File: config.mk
export PLATFORM = sky130hd
export DESIGN_NAME = e2q_cordic
export DESIGN_NICKNAME = d
export VERILOG_FILES = /design/src/hw/rtl/e2q_pkg.sv /design/src/hw/rtl/e2q_cordic.sv
export SDC_FILE = /design/constraint.sdc
export NUM_CORES = 2
export LEC_CHECK = 0
export BUFFER_PORTS_ARGS = -buffer_cell sky130_fd_sc_hd__buf_2
export CORE_MARGIN = 2
export CORE_UTILIZATION = 49
export DETAILED_ROUTE_END_ITERATION = 12
export GPL_TIMING_DRIVEN = 0
export HOLD_SLACK_MARGIN = 0.1
export SETUP_SLACK_MARGIN = 0.5
export SKIP_CTS_REPAIR_TIMING = 1
export SLEW_MARGIN = 20
export SYNTH_ARGS = -nofsm -noshare
export SYNTH_HDL_FRONTEND = slang
export SYNTH_SLANG_ARGS = --single-unit
File: constraint.sdc
create_clock -name i_clk -period 9.35 [get_ports i_clk]
set_input_delay 0.935 -clock i_clk [delete_from_list [all_inputs] [get_ports i_clk]]
set_output_delay 0.935 -clock i_clk [all_outputs]
set_load 0.05 [all_outputs]
File: src/hw/rtl/e2q_pkg.sv
// Package for the Euler-to-quaternion converter: word types, fixed-point widths,
// CORDIC constants and the single CORDIC micro-rotation. No dependencies.
package e2q_pkg;

    localparam int ANGLE_W         = 16;
    localparam int QUAT_W          = 16;
    localparam int CORDIC_STEPS    = 16;
    localparam int STEPS_PER_STAGE = 2;
    localparam int CORDIC_STAGES   = CORDIC_STEPS / STEPS_PER_STAGE;
    localparam int XY_W            = 33;   // Q30 cosine and sine with headroom
    localparam int Z_W             = 19;   // Q16 residual angle
    localparam int TRIG_W          = 18;   // Q15 cosine and sine
    localparam int PAIR_W          = 2 * TRIG_W;
    localparam int TRIPLE_W        = PAIR_W + TRIG_W;
    localparam int SUM_W           = TRIPLE_W + 1;
    localparam int RND_W           = SUM_W - 31;

    // fold register, CORDIC stages, rounding register
    localparam int CORDIC_LAT = CORDIC_STAGES + 2;
    // pair products, triple products, sums, rounding, saturation
    localparam int PROD_LAT   = 5;
    localparam int TOTAL_LAT  = CORDIC_LAT + PROD_LAT;

    localparam logic signed [Z_W-1:0]  HALF_PI_Q16     = 19'sd102944;
    localparam logic signed [Z_W-1:0]  NEG_HALF_PI_Q16 = -19'sd102944;
    localparam logic signed [Z_W-1:0]  PI_Q16          = 19'sd205887;
    localparam logic signed [XY_W-1:0] CORDIC_GAIN_Q30 = 33'sd652032874;
    localparam logic signed [QUAT_W-1:0] QUAT_ONE      = 16'sd16384;
    localparam logic signed [QUAT_W-1:0] QUAT_NEG_ONE  = -16'sd16384;

    typedef struct packed {
        logic signed [ANGLE_W-1:0] yaw_angle;
        logic signed [ANGLE_W-1:0] pitch_angle;
        logic signed [ANGLE_W-1:0] roll_angle;
    } t_in_word;

    typedef struct packed {
        logic signed [QUAT_W-1:0] quat_w;
        logic signed [QUAT_W-1:0] quat_x;
        logic signed [QUAT_W-1:0] quat_y;
        logic signed [QUAT_W-1:0] quat_z;
    } t_out_word;

    typedef struct packed {
        logic signed [XY_W-1:0] x;
        logic signed [XY_W-1:0] y;
        logic signed [Z_W-1:0]  z;
        logic                   flip;
    } t_cordic_state;

    typedef struct packed {
        logic signed [TRIG_W-1:0] cos_q15;
        logic signed [TRIG_W-1:0] sin_q15;
    } t_trig;

    // atan(2^-i) in Q16, rounded to nearest except for idx 1, which is truncated
    function automatic logic signed [Z_W-1:0] atan_q16(input logic [3:0] idx);
        logic signed [Z_W-1:0] a;
        unique case (idx)
            4'd0:  a = 19'sd51472;
            4'd1:  a = 19'sd30385;
            4'd2:  a = 19'sd16055;
            4'd3:  a = 19'sd8150;
            4'd4:  a = 19'sd4091;
            4'd5:  a = 19'sd2047;
            4'd6:  a = 19'sd1024;
            4'd7:  a = 19'sd512;
            4'd8:  a = 19'sd256;
            4'd9:  a = 19'sd128;
            4'd10: a = 19'sd64;
            4'd11: a = 19'sd32;
            4'd12: a = 19'sd16;
            4'd13: a = 19'sd8;
            4'd14: a = 19'sd4;
            4'd15: a = 19'sd2;
        endcase
        return a;
    endfunction

    // One micro-rotation; idx is always a constant at the call site, so the
    // shifts are plain wiring.
    function automatic t_cordic_state cordic_iter(input t_cordic_state s,
                                                  input logic [3:0] idx);
        t_cordic_state          r;
        logic signed [XY_W-1:0] dx;
        logic signed [XY_W-1:0] dy;
        logic signed [Z_W-1:0]  a;
        r  = s;
        dx = s.y >>> idx;
        dy = s.x >>> idx;
        a  = atan_q16(idx);
        if (!s.z[Z_W-1]) begin
            r.x = s.x - dx;
            r.y = s.y + dy;
            r.z = s.z - a;
        end else begin
            r.x = s.x + dx;
            r.y = s.y - dy;
            r.z = s.z + a;
        end
        return r;
    endfunction

endpackage

File: src/hw/rtl/e2q_cordic.sv
// Pipelined half-angle cosine and sine: range fold, eight CORDIC stages of two
// micro-rotations each, then sign restore and rounding to Q15. Uses e2q_pkg.
module e2q_cordic (
    input  logic                               i_clk,
    input  logic                               i_en,
    input  logic signed [e2q_pkg::ANGLE_W-1:0] i_angle,
    output e2q_pkg::t_trig                     o_trig
);

    e2q_pkg::t_cordic_state r_stage [0:e2q_pkg::CORDIC_STAGES];
    e2q_pkg::t_cordic_state n_fold;
    e2q_pkg::t_trig         r_trig;
    e2q_pkg::t_trig         n_trig;
    logic signed [e2q_pkg::Z_W-1:0] z_in;

    // The raw Q13 angle read as Q14 is the half angle; times four gives Q16.
    always_comb begin
        z_in        = {{(e2q_pkg::Z_W - e2q_pkg::ANGLE_W - 2){i_angle[e2q_pkg::ANGLE_W-1]}},
                       i_angle, 2'b00};
        n_fold.x    = e2q_pkg::CORDIC_GAIN_Q30;
        n_fold.y    = '0;
        n_fold.z    = z_in;
        n_fold.flip = 1'b0;
        if (z_in > e2q_pkg::HALF_PI_Q16) begin
            n_fold.z    = z_in - e2q_pkg::PI_Q16;
            n_fold.flip = 1'b1;
        end else if (z_in < e2q_pkg::NEG_HALF_PI_Q16) begin
            n_fold.z    = z_in + e2q_pkg::PI_Q16;
            n_fold.flip = 1'b1;
        end
    end

    always_ff @(posedge i_clk) begin
        if (i_en) begin
            r_stage[0] <= n_fold;
        end
    end

    for (genvar g = 0; g < e2q_pkg::CORDIC_STAGES; g++) begin : g_stage
        e2q_pkg::t_cordic_state n_stage;

        always_comb begin
            n_stage = r_stage[g];
            for (int j = 0; j < e2q_pkg::STEPS_PER_STAGE; j++) begin
                n_stage = e2q_pkg::cordic_iter(n_stage,
                                               4'(g * e2q_pkg::STEPS_PER_STAGE + j));
            end
        end

        always_ff @(posedge i_clk) begin
            if (i_en) begin
                r_stage[g+1] <= n_stage;
            end
        end
    end

    // Round half away from zero to Q15: bias is half an LSB, one less when negative.
    function automatic logic signed [e2q_pkg::TRIG_W-1:0] round_q15(
        input logic signed [e2q_pkg::XY_W-1:0] v
    );
        logic signed [e2q_pkg::XY_W-1:0] biased;
        biased = v + (v[e2q_pkg::XY_W-1] ? 33'sd16383 : 33'sd16384);
        return biased[e2q_pkg::TRIG_W+14:15];
    endfunction

    always_comb begin
        logic signed [e2q_pkg::XY_W-1:0] c;
        logic signed [e2q_pkg::XY_W-1:0] s;
        c = r_stage[e2q_pkg::CORDIC_STAGES].x;
        s = r_stage[e2q_pkg::CORDIC_STAGES].y;
        if (r_stage[e2q_pkg::CORDIC_STAGES].flip) begin
            c = -c;
            s = -s;
        end
        n_trig.cos_q15 = round_q15(c);
        n_trig.sin_q15 = round_q15(s);
    end

    always_ff @(posedge i_clk) begin
        if (i_en) begin
            r_trig <= n_trig;
        end
    end

    assign o_trig = r_trig;

endmodule

# Yosys cells after proc, flatten, opt, wreduce, memory -nomap -nowiden
# Memory sizes are Yosys's and may differ from the RTL's.
# Cells that the tools add are included.
totals:
  reg_bits: 36
  latch_bits: 0
  ram_bits: 774
  romBits: 0
  in_bits: 18
  out_inout_bits: 36
  memories: 1
mem_list:
  columns: ["memory", "depth", "word_bits", "read_ports", "rd_ports_with_merged_regs", "write_ports", "line_no", "rtl"]
  rows:
  - ["r_stage", 9, 86, 9, 0, 9, "e2q_cordic.sv:10", "e2q_pkg::t_cordic_state r_stage [0:e2q_pkg::CORDIC_STAGES];"]
op_classes:
  addsub: 101
  n_mul: 0
  div: 0
  order_cmp: 2
  n_eq_ne: 0
  n_shift: 0
  n_mux: 24
  bitwise: 0
  reduce_logical: 0
ops:
  columns: ["operator", "n"]
  rows:
  - ["85-bit two-way mux", 16]
  - ["33-bit by 16-bit adder with 33-bit output", 2]
  - ["33-bit by 18-bit adder with 33-bit output", 2]
  - ["33-bit by 19-bit adder with 33-bit output", 2]
  - ["33-bit by 20-bit adder with 33-bit output", 2]
  - ["33-bit by 21-bit adder with 33-bit output", 2]
  - ["33-bit by 22-bit adder with 33-bit output", 2]
  - ["33-bit by 23-bit adder with 33-bit output", 2]
  - ["33-bit by 24-bit adder with 33-bit output", 2]
  - ["33-bit by 25-bit adder with 33-bit output", 2]
  - ["33-bit by 26-bit adder with 33-bit output", 2]
  - ["33-bit by 27-bit adder with 33-bit output", 2]
  - ["33-bit by 28-bit adder with 33-bit output", 2]
  - ["33-bit by 29-bit adder with 33-bit output", 2]
  - ["33-bit by 30-bit adder with 33-bit output", 2]
  - ["33-bit by 31-bit adder with 33-bit output", 2]
  - ["33-bit by 32-bit adder with 33-bit output", 2]
  - ["33-bit two-way mux", 2]
  - ["33-bit negator", 2]
  - ["33-bit by 18-bit subtractor with 33-bit output", 2]
  - ["33-bit by 19-bit subtractor with 33-bit output", 2]
  - ["33-bit by 20-bit subtractor with 33-bit output", 2]
  - ["33-bit by 21-bit subtractor with 33-bit output", 2]
  - ["33-bit by 22-bit subtractor with 33-bit output", 2]
  - ["49 further kinds", 65]

# Depth between registers and ports, before layout
# An unclocked memory read counts as a cell.
depth:
  depth_word: 5
  ltp_mapped: 36

# Worst setup path before layout
# Ideal clock, no wire load.
synth_path:
  kind: "register to register"
  startpoint: "memory r_stage[0][105] (netlist name)"
  endpoint: "memory r_stage[0][224] (netlist name), data pin"
  setup_time_ns: 0.262
  arrival_ns: 8.224
  required_ns: 9.088
  setup_slack_ns: 0.864
  path_stages_with_launch: 34
  n_path_buf: 6
  cell_sequence: "edfxtp_1 -> clkbuf_1 -> clkbuf_1 -> buf_1 -> buf_1 -> inv_1 -> ha_1 -> a211oi_1 -> o21bai_1 -> o31ai_1 -> o21ai_0 -> nor4_1 -> nor3_1 -> a211o_1 -> a21o_1 -> a21o_1 -> clkbuf_1 -> clkinv_1 -> clkbuf_1 -> mux2i_1 -> fa_1 -> a211oi_1 -> o21ai_0 -> a21o_1 -> a31o_2 -> a41oi_1 -> a21oi_1 -> a41oi_1 -> o21ai_0 -> a21o_1 -> a2111o_1 -> a21oi_1 -> xnor2_1 -> xnor2_1"
synth_rtl:
  columns: ["element", "line_no"]
  rows:
  - ["start, declared", "e2q_cordic.sv:10"]

==> flow_metrics.env <==
export IMPL_cpMostUsedCell="a21oi_1"
export IMPL_grt_remaining_overflow=0
export IMPL_r2r_start="r_stage[1][191]"
export IMPL_grtUsageTotal=0.2726
export IMPL_arrival_ns=9.08
export IMPL_cts_buffer_depth=3
export IMPL_fmax_ghz=0.1164
export IMPL_regToRegEndpoint="r_stage[1][340]"
export IMPL_grt_pass1_vias=74390
export IMPL_rows=156
export IMPL_start_util=0.4938
export IMPL_viasPerCell=5.992
export IMPL_cts_tree="yes"
export IMPL_grt_max_degree=109
export IMPL_ys_ff_latch=661
export IMPL_antenna_found_initial=2
export IMPL_synth_main_ff_cell="edfxtp_1"
export IMPL_finalSetupViolations=0
export IMPL_layout_commonest_cell="ha_1"
export IMPL_skew_ns=0.06045
export IMPL_synth_edf_count=661
export IMPL_num_io_pins=54
export IMPL_dp_slack_ns=-1.878
export IMPL_cap_violations=0
export IMPL_grt_pass1_wl_mm=411.2
export IMPL_numPortBuffers=50
export IMPL_cpMaxStageDelayCell="a41oi_1"
export IMPL_cpLargestDelayFamily="compound AO/OA/AOI/OAI gates"
export IMPL_cp_end_kind="register"
export IMPL_place_hpwl_mm=216.5
export IMPL_crit_end="r_stage[1][340]"
export IMPL_crit_path_start_kind="register"
export IMPL_num_vias=79730
export IMPL_drtPass1Iterations=7
export IMPL_tightest_slew_ns=1.176
export IMPL_final_cell_mix="ha_1, a21oi_1, xnor2_1"
export IMPL_wl_per_cell_um=19.76
export IMPL_die_y_um=431.2
export IMPL_syn_area_um2=89440
export IMPL_cpPeakStageDelay_ns=0.56
export IMPL_slew_headroom=0.2060
export IMPL_avgSynthCellArea_um2=8.370
export IMPL_hold_path_class="reg2reg"
export IMPL_worst_ep_required_time_ns=9.84
export IMPL_synth_top_cell_area_share=0.2219
export IMPL_synth_seq_area_share=0.2219
export IMPL_period_share=0.9189
export IMPL_async_flop_share=0
export IMPL_slew_viol_final=0
export IMPL_crit_buf_inv=4
export IMPL_drt_total_wl_mm=262.9
export IMPL_r2r_cells=33
export IMPL_die_w_um=431.2
export IMPL_clk_latency_ns=0.73
export IMPL_synth_distinct_cells=106
export IMPL_gp_routability_congestion=0.9618
export IMPL_synth_warnings=0
export IMPL_die_area_um2=186000
export IMPL_drive_gt1_frac=0.05533
export IMPL_final_nets=12120
export IMPL_coreArea_um2=181100
export IMPL_syn_to_final_growth_pct=8.347
export IMPL_drt_iter0_markers=6153
export IMPL_cts_num_sinks=661
export IMPL_startpoint="r_stage[1][191]"
export IMPL_synthTopCellsByArea="edfxtp_1, ha_1, xnor2_1"
export IMPL_path_max_fanout=10
export IMPL_worst_path_stages=33
export IMPL_syn_num_nets=11930
export IMPL_fillers=17030
export IMPL_htree_levels=3
export IMPL_postRouteAntennaNets=0
export IMPL_yosysTopAreaCell="edfxtp_1"
export IMPL_cts_root_buf="clkbuf_16"
export IMPL_crit_type="reg2reg"
export IMPL_hold_violations=0
export IMPL_status="completed"
export IMPL_synth_cells=10690
export IMPL_remaining_drc_errors=0
export IMPL_fin_ws_ns=0.7584
export IMPL_rsz0062_at_grt="true"
export IMPL_r2r_slack_ns=0.76
export IMPL_clk_pin_slew_ns=0.07
export IMPL_numCtsBuffers=82
export IMPL_fin_crit_ns=8.592
==> flip-flops by register name (all words and copies together), names as in the netlist <==
name,cells
r_stage,625
o_trig,36
==> layer usage <==
layer	share of wire	global-route usage
met5	0.000046	0
met4	0.020	0.05589
met3	0.052	0.03006
met2	0.46	0.4525
met1	0.47	0.3818
==> final cells by class <==
class                      instances  area (um2)  area share
sequential                       661       19850      0.2048
clock inverter                    54       564.3    0.005823
inverter                         561        2137     0.02205
buffer                           209       872.1    0.008999
timing repair buffer             101       794.5    0.008199
antenna                            1       2.502  0.00002582
clock buffer                      93        2093     0.02160
multi-input combinational       9255       67630      0.6979
tap                             2370        2965     0.03060
==> cells by family after synthesis <==
kind of cell,count (synthesis),share of synthesized area
xor+xnor,1619,0.1590
simple gates,3004,0.1644
buf+inv,770,0.03254
compound gates,3297,0.2341
mux,106,0.01277
fa+ha+maj,1229,0.1753
flops,661,0.2219
==> synthesized netlist by cell type (177+ instances only) <==
| cell type | instances |
|---|---|
| nand2_1 | 622 |
| o21a_1 | 198 |
| a21oi_1 | 1092 |
| edfxtp_1 | 661 |
| xnor2_1 | 1080 |
| nand2b_1 | 181 |
| o21ai_0 | 616 |
| clkbuf_1 | 177 |
| a21o_1 | 433 |
| nor3_1 | 265 |
| inv_1 | 555 |
| ha_1 | 1189 |
| nor2_1 | 956 |
| xor2_1 | 535 |
==> per-stage QoR <==
step                      setup TNS, ns  cell area (um2)  cells  hold WS, ns    util
final                                 0            96910  13310       0.4191  0.5350
after global routing                  0            96900  13300       0.4216  0.5350
after CTS                        -41.14            95560  13260       0.4176  0.5276
after detailed placement         -35.52            92910  13120       0.4052  0.5129
after global placement         -1908.14            92660  13110       0.4010  0.5115
after floorplan                       0            89440  10690       0.4003       -
==> worst min-delay path by stage <==
| stage | slack [ns] | from | cells past startpoint | to |
|---|---|---|---|---|
| floorplan | 0.40 | r_stage[0][86] | 0 | r_stage[0][172] |
| finish | 0.42 | r_stage[1][89] | 0 | r_stage[1][175] |
| global placement | 0.40 | r_stage[0][265] | 0 | r_stage[1][7] |
| CTS | 0.42 | r_stage[0][258] | 0 | r_stage[1][0] |
| detailed placement | 0.41 | r_stage[1][0] | 0 | r_stage[1][86] |
| global route | 0.42 | r_stage[1][89] | 0 | r_stage[1][175] |
Power is not shown: default switching activity piles up to over one toggle a cycle in this logic, so the estimate is an artifact.
